===== config.mk =====
export PLATFORM = sky130hd
export DESIGN_NAME = amap_front_flat
export DESIGN_NICKNAME = d
export VERILOG_FILES = /design/src/amap_pkg.sv /design/src/amap_if.sv /design/src/amap_front.sv /design/src/flat_wrapper.sv
export SDC_FILE = /design/constraint.sdc
export NUM_CORES = 1
export LEC_CHECK = 0
export BUFFER_PORTS_ARGS = -buffer_cell sky130_fd_sc_hd__buf_2
export CORE_ASPECT_RATIO = 0.75
export CORE_MARGIN = 5
export CORE_UTILIZATION = 57
export CTS_CLUSTER_SIZE = 40
export DETAILED_ROUTE_END_ITERATION = 10
export GPL_TIMING_DRIVEN = 0
export HOLD_SLACK_MARGIN = 0.06
export PLACE_DENSITY = 0.95
export REMOVE_ABC_BUFFERS = 1
export SYNTH_ARGS = -nofsm -noshare
export SYNTH_HDL_FRONTEND = slang
export SYNTH_SLANG_ARGS = --single-unit

===== constraint.sdc =====
create_clock -name clk -period 25 [get_ports clk]
set_clock_uncertainty 0.15 [all_clocks]
set_input_delay 3.75 -clock clk [delete_from_list [all_inputs] [get_ports clk]]
set_output_delay 3.75 -clock clk [all_outputs]
set_load 0.01 [all_outputs]

===== src/amap_pkg.sv =====
// address range map allocator: shared types, constants and helpers
// no dependencies; imported by every other file of the block
package amap_pkg;

	localparam int MAP_DEPTH = 128;
	localparam int ADDR_BITS = 52;
	localparam int IDX_W     = $clog2(MAP_DEPTH);
	localparam int CNT_W     = $clog2(MAP_DEPTH + 1);
	localparam int OP_W      = 3;
	localparam int ALIGN_W   = 31;
	localparam int RTYPE_W   = 5;
	localparam int TYPE_W    = 4;
	localparam int USE_W     = 3;
	localparam int FLAG_W    = 32;
	localparam int SIDX_W    = 8;
	localparam int STAT_W    = 2;
	localparam int IW        = (CNT_W > SIDX_W) ? CNT_W : SIDX_W;

	localparam logic [OP_W-1:0] OP_INSERT = 3'd0;
	localparam logic [OP_W-1:0] OP_LOOKUP = 3'd1;
	localparam logic [OP_W-1:0] OP_ALLOC  = 3'd2;
	localparam logic [OP_W-1:0] OP_FREE   = 3'd3;
	localparam logic [OP_W-1:0] OP_MATCH  = 3'd4;

	localparam logic [STAT_W-1:0] ST_OK       = 2'd0;
	localparam logic [STAT_W-1:0] ST_MISS     = 2'd1;
	localparam logic [STAT_W-1:0] ST_FULL     = 2'd2;
	localparam logic [STAT_W-1:0] ST_BAD_FREE = 2'd3;

	localparam logic [RTYPE_W-1:0] TYPE_ANY  = 5'h1f;
	localparam logic [SIDX_W-1:0]  IDX_NONE  = 8'hff;

	typedef enum logic [2:0] {
		K_INSERT,
		K_LOOKUP,
		K_ALLOC,
		K_FREE,
		K_MATCH,
		K_UNKNOWN
	} op_kind_t;

	typedef struct packed {
		logic [ADDR_BITS-1:0] base;
		logic [ADDR_BITS-1:0] length;
		logic [TYPE_W-1:0]    etype;
		logic [USE_W-1:0]     euse;
		logic [FLAG_W-1:0]    flags;
	} entry_t;

	typedef struct packed {
		op_kind_t             kind;
		logic [ADDR_BITS-1:0] base;
		logic [ADDR_BITS-1:0] length;
		logic [ALIGN_W-1:0]   align;
		logic [RTYPE_W-1:0]   rtype;
		logic                 any_type;
		logic [USE_W-1:0]     ruse;
		logic [FLAG_W-1:0]    flags;
		logic [IW-1:0]        first_idx;
	} cmd_t;

	typedef struct packed {
		logic [STAT_W-1:0]    status;
		logic [ADDR_BITS-1:0] found_base;
		logic [ADDR_BITS-1:0] found_length;
		logic [TYPE_W-1:0]    found_type;
		logic [USE_W-1:0]     found_use;
		logic [FLAG_W-1:0]    found_flags;
		logic [SIDX_W-1:0]    found_index;
	} rsp_t;

	function automatic rsp_t make_rsp(input logic [STAT_W-1:0] st, input logic hit,
			input logic [IW-1:0] idx, input entry_t e, input logic [ADDR_BITS-1:0] fb);
		rsp_t r;
		r.status = st;
		if (hit) begin
			r.found_base   = fb;
			r.found_length = e.length;
			r.found_type   = e.etype;
			r.found_use    = e.euse;
			r.found_flags  = e.flags;
			r.found_index  = SIDX_W'(idx);
		end else begin
			r.found_base   = '0;
			r.found_length = '0;
			r.found_type   = '0;
			r.found_use    = '0;
			r.found_flags  = '0;
			r.found_index  = IDX_NONE;
		end
		return r;
	endfunction

endpackage


===== src/amap_if.sv =====
// request and response channels of the address range map allocator
// depends on amap_pkg
interface amap_req_if;
	import amap_pkg::*;
	logic                 valid;
	logic                 ready;
	logic [OP_W-1:0]      op;
	logic [ADDR_BITS-1:0] base;
	logic [ADDR_BITS-1:0] length;
	logic [ALIGN_W-1:0]   align;
	logic signed [RTYPE_W-1:0] range_type;
	logic [USE_W-1:0]     range_use;
	logic [FLAG_W-1:0]    mem_flags;
	logic signed [SIDX_W-1:0]  start_index;
	modport source(output valid, op, base, length, align, range_type, range_use, mem_flags,
		start_index, input ready);
	modport sink(input valid, op, base, length, align, range_type, range_use, mem_flags,
		start_index, output ready);
endinterface



===== src/amap_front.sv =====
// front end: takes request transfers, decodes the operation, two-entry command queue
// depends on amap_pkg and amap_if
module amap_front (
	input  logic            clk,
	input  logic            arst_n,
	amap_req_if.sink        req,
	output logic            cmd_valid,
	input  logic            cmd_ready,
	output amap_pkg::cmd_t  cmd
);
	import amap_pkg::*;

	cmd_t       fifo_q [2];
	logic       wp_q;
	logic       rp_q;
	logic [1:0] cnt_q;
	logic       push;
	logic       pop;
	cmd_t       dec;

	always_comb begin
		dec.base      = req.base;
		dec.length    = req.length;
		dec.align     = req.align;
		dec.rtype     = req.range_type;
		dec.any_type  = (req.range_type == TYPE_ANY);
		dec.ruse      = req.range_use;
		dec.flags     = req.mem_flags;
		// negative start clamps to the first entry
		dec.first_idx = req.start_index[SIDX_W-1] ? '0 :
			IW'(req.start_index[SIDX_W-2:0]) + IW'(1);
		case (req.op)
			OP_INSERT: dec.kind = K_INSERT;
			OP_LOOKUP: dec.kind = K_LOOKUP;
			OP_ALLOC:  dec.kind = K_ALLOC;
			OP_FREE:   dec.kind = K_FREE;
			OP_MATCH:  dec.kind = K_MATCH;
			default:   dec.kind = K_UNKNOWN;
		endcase
	end

	assign req.ready = (cnt_q != 2'd2);
	assign cmd_valid = (cnt_q != 2'd0);
	assign cmd       = fifo_q[rp_q];
	assign push      = req.valid && req.ready;
	assign pop       = cmd_valid && cmd_ready;

	always_ff @(posedge clk) begin
		if (push) begin
			fifo_q[wp_q] <= dec;
		end
	end

	always_ff @(posedge clk or negedge arst_n) begin
		if (!arst_n) begin
			wp_q  <= 1'b0;
			rp_q  <= 1'b0;
			cnt_q <= 2'd0;
		end else begin
			if (push) begin
				wp_q <= ~wp_q;
			end
			if (pop) begin
				rp_q <= ~rp_q;
			end
			cnt_q <= cnt_q + {1'b0, push} - {1'b0, pop};
		end
	end

endmodule


===== src/flat_wrapper.sv =====
// flat-port wrapper written by rule: the top's interface ports become plain ports
module amap_front_flat import amap_pkg::*;
  (clk, arst_n, cmd_valid, cmd_ready, cmd, req_valid, req_op, req_base, req_length, req_align, req_range_type, req_range_use, req_mem_flags, req_start_index, req_ready);
  amap_req_if req_i ();
  input  logic clk;
  input  logic arst_n;
  output logic cmd_valid;
  input  logic cmd_ready;
  output amap_pkg::cmd_t cmd;
  input wire logic [$bits(req_i.valid)-1:0] req_valid;
  input wire logic [$bits(req_i.op)-1:0] req_op;
  input wire logic [$bits(req_i.base)-1:0] req_base;
  input wire logic [$bits(req_i.length)-1:0] req_length;
  input wire logic [$bits(req_i.align)-1:0] req_align;
  input wire logic [$bits(req_i.range_type)-1:0] req_range_type;
  input wire logic [$bits(req_i.range_use)-1:0] req_range_use;
  input wire logic [$bits(req_i.mem_flags)-1:0] req_mem_flags;
  input wire logic [$bits(req_i.start_index)-1:0] req_start_index;
  output wire logic [$bits(req_i.ready)-1:0] req_ready;
  assign req_i.valid = req_valid;
  assign req_i.op = req_op;
  assign req_i.base = req_base;
  assign req_i.length = req_length;
  assign req_i.align = req_align;
  assign req_i.range_type = req_range_type;
  assign req_i.range_use = req_range_use;
  assign req_i.mem_flags = req_mem_flags;
  assign req_i.start_index = req_start_index;
  assign req_ready = req_i.ready;
  amap_front u_core (.clk(clk), .arst_n(arst_n), .req(req_i), .cmd_valid(cmd_valid), .cmd_ready(cmd_ready), .cmd(cmd));
endmodule

After elaboration in Yosys (flattened, before gate mapping)
Memories as Yosys holds them, arrays and structs flattened.
Cells that the tools add are included.
- bitwise logic cells: 2
- muxes and demuxes: 4
- equal/unequal tests: 6
- reductions and logical operators: 4
- $add $sub $neg: 3
- operator list (cell ; count):
    $pmux 3 s5 ; 1
    $add 7x1->8 const B ; 1
    $mux 8 ; 1
    $eq 3x2->1 const B ; 2
    $eq 5x5->1 const B ; 1
    $eq 3x1->1 const B ; 1
    $eq 3x3->1 const B ; 1
    $logic_not 3->1 ; 1
    $add 2x1->2 ; 1
    $logic_and 1x1->1 ; 2
    $mux 1 ; 2
    $ne 2x2->1 const B ; 1
    $not 1->1 ; 2
    $reduce_bool 2->1 ; 1
    $sub 2x1->2 ; 1
- register bits after elaboration: 4
- memories: 1
- RAM bits: 374
- word-level logic and storage cells: 23
- memory list (name ; depth ; bits a word ; read ports ; clocked after memory_dff ; write ports ; RTL line ; source):
    u_core.fifo_q ; 2 ; 187 ; 1 ; 0 ; 1 ; amap_front.sv:13 ; cmd_t fifo_q [2];

Depth between registers and ports, before layout
Gate-level depths: netlist (run 1).
- word-level depth: 4
- gate-level depth with buffers: 7
- mapped depth without buffers: 7

Least setup slack after synthesis (run 1)
Ideal clock, no wire load.
- kind: input port to flip-flop
- from: in req_valid
- to: mem u_core.fifo_q[0][0] (netlist name), enable pin
- library setup time: 0.737 ns
- data arrival time: 11.596 ns
- stages: 2
- setup slack: 12.517 ns
- required time: 24.113 ns
- path through: nand2_1 -> nor2_1
- longest elaborated chain between the ends: 3
- ends and longest elaborated chain (item ; RTL line ; source):
    start: declaration ; flat_wrapper.sv:10 ; input wire logic [$bits(req_i.valid)-1:0] req_valid;
    $logic_and 1x1->1 ; amap_front.sv:45 ; assign push = req.valid && req.ready;
    $mux 1 ; amap_front.sv:49 ; if (push) begin
    $mux 1 (implied by the code) ; amap_front.sv:50 ; fifo_q[wp_q] <= dec;
    end: declaration ; amap_front.sv:13 ;
No other way between the ends.

==> run_results.csv, run 1 <==
group,metric,value,unit
status,status,"completed",
grt,grt.total_usage,22.0,%
detailed_routing,routedWlPerCell,23.1,um
synthesis,yosys_warnings,0,
critical_path,criticalPathCategory,"register to output pin",
cells_and_area,utilization,71.7,%
critical_path,reg2reg_depth,6,
clocking,cts_tree,"yes",
clocking,post_cts_resized,0,
power_and_ir_drop,leakage,7.03,nW
timing,slew_viol_final,0,
clocking,insertion_delay,0.49,ns
clocking,cts.clk_slew.worst_paths,0.06,ns
critical_path,r2r_slack,22.35,ns
floorplan,die-area,28500,um^2
cells_and_area,final_area,17800,um^2
worst_hold_path,hp-start,"u_core.wp_q",
timing,finalHoldViolCount,0,
critical_path,cp.arrival,2.51,ns
timing,setup_viol,0,
floorplan,rows,50,
synthesis,yosysTopAreaCellShare,78.2,%
power_and_ir_drop,ir_worst_vdd,119,uV
job,drv_cap,0,
cells_and_area,area_growth,24.2,%
worst_hold_path,hold_depth,1,
critical_path,endpoint_kind,"output pin",
cells_and_area,drive_above_1_share,59.0,%
critical_path,crit_fanout,50,
floorplan,design.core.area,24900,um^2
synthesis,syn_area_per_cell,22.8,um^2
critical_path,cpLargestDelayFamily,"buffers and inverters",
synthesis,synthDistinctLibCells,27,
clocking,hold_buffers,0,
critical_path,startpoint,"u_core.rp_q",
timing,fin_crit,6.41,ns
placed_design,dp_slack,19.11,ns
critical_path,r2r-end,"u_core.fifo_q[0][101]",
detailed_routing,vias_per_cell,5.33,
detailed_routing,first_pass_iters,4,
worst_hold_path,whs_endpoint,"u_core.wp_q",
grt,grt_overflow,0,
critical_path,critPathMaxStageDelay,0.77,ns
clocking,numCtsBuffers,36,
critical_path,slowest_stage,"dfrtp_4",
clocking,clock_path_buffers,3,
detailed_routing,drt_wl_total,32.3,mm
clocking,cts_root_buffer,"clkbuf_16",
timing,relSlewSlack,45.4,%
floorplan,num_io_pins,379,
critical_path,cp_common_cell,"buf_16",
timing,tightest_slew,0.819,ns
placed_design,dpl-instance-area,16800,um^2
clocking,post_cts_buffers,0,
timing,tns,0,ns
floorplan,die_height,147,um
synthesis,synth_flop_cell,"edfxtp_1",
synthesis,synth_area_leaders,"edfxtp_1 (78%), mux2_4 (13%), mux2_2 (5.3%)",
placed_design,gp_congestion,0.761,
detailed_routing,dr.first_iter.drc_count,418,
floorplan,die_x,193,um
timing,post-route-period-util,25.6,%
floorplan,initial_core_util,57.7,%
synthesis,synth_seq_cells,378,
detailed_routing,drc,0,
cells_and_area,nNetsFinal,1229,
detailed_routing,num_vias,7471,
worst_hold_path,hold_class,"register to register",
grt,grt_max_degree,70,
grt,grt_pass1_vias,8050,
critical_path,critPathLaunchType,"register",
critical_path,crit_chain,"buf_16 -> buf_16 -> mux2_2 -> buf_2",
synthesis,yosysTopAreaCell,"edfxtp_1",
detailed_routing,ant_nets,0,
critical_path,reg2reg_from,"u_core.cnt_q[1]",
grt,antenna_found_initial,5,
timing,clock.fmax,156,MHz
timing,rsz0062_at_grt,"no",
grt,grt_pass1_wl,48.6,mm
synthesis,ys_async_sr_fraction,1.06,%
synthesis,synth-seq-area-share,78.9,%
synthesis,syn_inst,630,
synthesis,synth_edf_count,374,
power_and_ir_drop,p_per_area,118,nW/um^2
timing,fin_ws,18.59,ns
critical_path,cp.required,21.10,ns
clocking,ctsHtreeMaxLevel,2,
synthesis,synth.cell_area,14400,um^2
clocking,clock_sinks,378,
placed_design,io_buffer_count,378,
placed_design,dp_hpwl,22.4,mm
critical_path,critPathBufInv,3,
routing by layer:
layer	part of all wire (%)	GRT usage, %	vias up	routed length, um
met2	51	38.3	383	16600
li1	-	-	3317	-
met5	0.11	0	-	35
met1	37	27.2	3712	12100
met4	2.1	5.59	8	672
met3	9.0	6.97	51	2910
synth_stat cells (2+ instances only):
master,n
ha_1,3
nand2b_1,2
buf_6,15
nand2_1,3
edfxtp_1,374
nor2b_1,2
buf_2,6
a21oi_1,2
xnor2_1,4
nand3_1,3
mux2_2,67
mux2_4,120
nor2_1,7
dfrtp_1,4
inv_1,4
xor2_1,3
sequential cells by signal, summed over array words and instances, names as in the netlist:
signal         flops
u_core.rp_q        1
u_core.wp_q        1
u_core.fifo_q    374
u_core.cnt_q       2
power by group:
| part | switching (W) | leakage, nW | internal (W) |
|---|---|---|---|
| clock | 0.000214 | 0.521 | 0.000279 |
| combinational | 0.000355 | 2.99 | 0.000339 |
| sequential | 0.0000516 | 3.52 | 0.000867 |
cells in the final DEF (no fill, tap or decap), types with 3 or more instances in the layout:
cell type  netlist  final
buf_12           0      6
buf_16           0      6
buf_2            6    378
clkbuf_1         1      8
clkbuf_16        0     37
clkbuf_8         0      3
clkinv_1         0     12
clkinv_2         0      4
dfrtp_1          4      3
edfxtp_1       374    374
ha_1             3      3
inv_1            4      4
mux2_2          67     67
mux2_4         120    120
nand2_1          3      3
nand3_1          3      3
nor2_1           7      6
xnor2_1          4      4
xor2_1           3      3
how the worst max path moves through the flow:
stage,end,slack [ns],depth (start not counted)
floorplan,u_core.fifo_q[0][0],12.52,2
global placement,u_core.fifo_q[0][173],8.50,3
detailed placement,u_core.fifo_q[0][132],19.11,6
CTS,cmd[181],18.58,4
global route,cmd[23],18.50,4
finish,cmd[23],18.59,4
logic make-up after synthesis:
kind of cell / synth area share, %
buffers and inverters: 1.52
AOI/OAI and AO/OA: 0.218
adders and majority gates: 0.261
DFF: 78.9
muxes: 17.8
xor gates and xnor gates: 0.427
and+or+nand+nor: 0.889
area by class of cell:
| cell class | instances | area [um^2] |
|---|---|---|
| antenna | 1 | 2.50 |
| clock buffer | 48 | 997 |
| clock inverter | 16 | 65.1 |
| fill | 1464 | 7060 |
| inverter | 4 | 15.0 |
| multi-input combinational | 226 | 2830 |
| sequential | 378 | 11300 |
| tap | 338 | 423 |
| timing repair buffer | 390 | 2180 |
stage by stage:
stage | power, W | hold slack [ns] | instances
finish | 0.00211 | 0.432 | 1401
global route | 0.00220 | 0.466 | 1401
detailed placement | 0.00163 | 0.389 | 1336
CTS | 0.00213 | 0.423 | 1400
floorplan | 0.00147 | 0.311 | 608
global placement | 0.00176 | 0.329 | 1324
(Power assumes the default switching activity.)
==> inputs of run 2 (changes only) <==
ABC_AREA = 1   (was not set)
CORE_UTILIZATION = 52   (was 57)
PLACE_DENSITY = 0.9   (was 0.95)
clock period = 6.55 ns   (was 25 ns; I/O delays follow)
==> run_results.csv, run 2 <==
group,metric,value,unit
synthesis,yosysTopAreaCellShare,80.1,%
critical_path,r2r_slack,3.95,ns
synthesis,synth-seq-area-share,80.8,%
grt,grt_max_degree,97,
clocking,post_cts_buffers,0,
timing,clock.fmax,236,MHz
detailed_routing,num_vias,9275,
status,status,"completed",
cells_and_area,layout_common_cells,"nand2_1 (576), buf_2 (378), edfxtp_1 (374), clkbuf_16 (41), inv_1 (15)",
job,drv_cap,0,
clocking,clock_sinks,378,
critical_path,criticalPathCategory,"register to output pin",
cells_and_area,final_common_cell,"nand2_1",
synthesis,syn_inst,1042,
critical_path,cpLargestDelayFamily,"buffers and inverters",
cells_and_area,nNetsFinal,1626,
clocking,insertion_delay,0.51,ns
clocking,cts_root_buffer,"clkbuf_16",
cells_and_area,top_register,"u_core.fifo_q",
placed_design,gp_congestion,0.824,
synthesis,synth.cell_area,14000,um^2
synthesis,synth_edf_count,374,
floorplan,rows,52,
power_and_ir_drop,p_per_area,464,nW/um^2
critical_path,crit_fanout,96,
power_and_ir_drop,leakage,7.63,nW
power_and_ir_drop,ir_worst_vdd,362,uV
detailed_routing,first_pass_iters,7,
grt,grt_overflow,0,
critical_path,reg2reg_depth,6,
detailed_routing,vias_per_cell,5.11,
synthesis,yosys_warnings,0,
clocking,numCtsBuffers,38,
timing,post-route-period-util,64.7,%
critical_path,cp.required,5.42,ns
timing,slew_viol_final,0,
floorplan,design.core.area,26800,um^2
clocking,cts.clk_slew.worst_paths,0.06,ns
worst_hold_path,hold_class,"primary input to async pin",
synthesis,synth_most_common_cell,"nand2_1",
cells_and_area,utilization,65.7,%
grt,grt_pass1_wl,51.1,mm
detailed_routing,drt_wl_total,34.3,mm
critical_path,endpoint_kind,"output pin",
timing,fin_crit,4.24,ns
power_and_ir_drop,switching_share,34.3,%
detailed_routing,drc,0,
synthesis,ys_async_sr_fraction,1.06,%
cells_and_area,nFillCells,1834,
timing,relSlewSlack,38.8,%
power_and_ir_drop,comb_power_share,32.2,%
placed_design,io_buffer_count,378,
critical_path,reg2reg_from,"u_core.cnt_q[1]",
critical_path,critPathLaunchType,"register",
detailed_routing,routedWlPerCell,18.9,um
grt,grt_pass1_vias,9576,
critical_path,cp.arrival,3.10,ns
timing,finalHoldViolCount,0,
critical_path,critPathMaxStageDelay,0.73,ns
synthesis,synth_flop_cell,"edfxtp_1",
cells_and_area,top_regs,"u_core.fifo_q (374), u_core.cnt_q (2)",
cells_and_area,largest_reg_flops,374,
detailed_routing,dr.first_iter.drc_count,629,
clocking,ctsHtreeMaxLevel,2,
synthesis,synthDistinctLibCells,17,
synthesis,synth_seq_cells,378,
power_and_ir_drop,internal_power,0.00536,W
synthesis,syn_area_per_cell,13.5,um^2
critical_path,r2r-end,"u_core.fifo_q[1][117]",
clocking,clock_path_buffers,3,
synthesis,synthTopCellsByCount,"nand2_1 (576), edfxtp_1 (374), buf_2 (19), inv_1 (15), nor2_1 (14)",
synthesis,yosysTopAreaCell,"edfxtp_1",
cells_and_area,area_growth,25.6,%
floorplan,die_x,200,um
placed_design,dp_hpwl,23.5,mm
cells_and_area,drive_above_1_share,30.9,%
grt,antenna_found_initial,10,
clocking,post_cts_resized,0,
power_and_ir_drop,switching_power,0.00280,W
cells_and_area,fin_cells,1816,
floorplan,initial_core_util,52.3,%
floorplan,die-area,30400,um^2
clocking,cts_tree,"yes",
critical_path,crit_chain,"buf_16 -> inv_6 -> buf_16 -> nand2_1 -> nand2_1 -> buf_2",
floorplan,die_height,152,um
timing,tightest_slew,0.915,ns
critical_path,slowest_stage,"dfrtp_4",
power_and_ir_drop,power_frac_seq,42.7,%
critical_path,critPathBufInv,4,
timing,setup_viol,0,
power_and_ir_drop,clkPwrFrac,25.0,%
clocking,hold_buffers,0,
timing,rsz0062_at_grt,"no",
synthesis,synth_area_leaders,"edfxtp_1 (80%), nand2_1 (15%), buf_6 (0.96%)",
detailed_routing,ant_nets,0,
floorplan,num_io_pins,379,
placed_design,dp.cells,1744,
grt,grt.total_usage,21.5,%
[run 2: cell type report]
cell class,instances,area [um^2],share of cell area [%]
Sequential cell,378,11300,64.4
Multi-Input combinational cell,606,2350,13.3
Timing Repair Buffer,393,2230,12.7
Clock buffer,50,1070,6.08
Tap cell,351,439,2.49
Clock inverter,15,104,0.590
Inverter,16,65.1,0.370
Antenna cell,7,17.5,0.0995
[run 2: cell families (layout without fill, tap and decap cells)]
logic type	Yosys count	in the layout	share of synthesized area [%]
xor+xnor	3	3	0.187
fa+ha+maj	3	3	0.268
other cells	0	7	0
simple gates	593	593	15.9
flops	378	378	80.8
buf+inv	58	474	2.57
compound gates	7	7	0.268
[run 2: per-stage QoR]
stage                     hold slack, ns  setup slack [ns]  power [W]  TNS (ns)  area, um^2
after global routing               0.107              2.17    0.00860         0       17600
final                              0.127              2.31    0.00816         0       17600
after detailed placement           0.464              2.89    0.00617         0       16400
after global placement             0.352             -7.33    0.00632  -3426.51       16100
after floorplan                    0.337             -3.19    0.00508  -1188.68       13700
after CTS                         0.0964              2.29    0.00823         0       17600
[run 2: worst max path at each step]
| stage | end | startpoint | depth (start not counted) |
|---|---|---|---|
| 6_report | cmd[22] | u_core.rp_q | 6 |
| 5_1_grt | cmd[52] | u_core.rp_q | 6 |
| 4_1_cts | cmd[22] | u_core.rp_q | 6 |
| 3_5_place_dp | cmd[52] | u_core.rp_q | 6 |
| 3_3_place_gp | u_core.fifo_q[1][12] | req_valid | 3 |
| 2_1_floorplan | u_core.fifo_q[1][0] | req_valid | 2 |
[run 2: metal layers]
layer / share of wire (%) / global-route usage [%]
met1: 35 / 25.4
met2: 49 / 36.0
met3: 12 / 7.85
met4: 3.9 / 8.37
met5: 0.24 / 0
[run 2: power groups by stage]
stage	Clock [W]	Combinational [W]	Sequential (W)
2_1_floorplan	0	0.00135	0.00372
3_3_place_gp	0	0.00243	0.00389
3_5_place_dp	0	0.00264	0.00353
4_1_cts	0.00208	0.00266	0.00349
5_1_grt	0.00220	0.00288	0.00352
6_report	0.00204	0.00263	0.00349
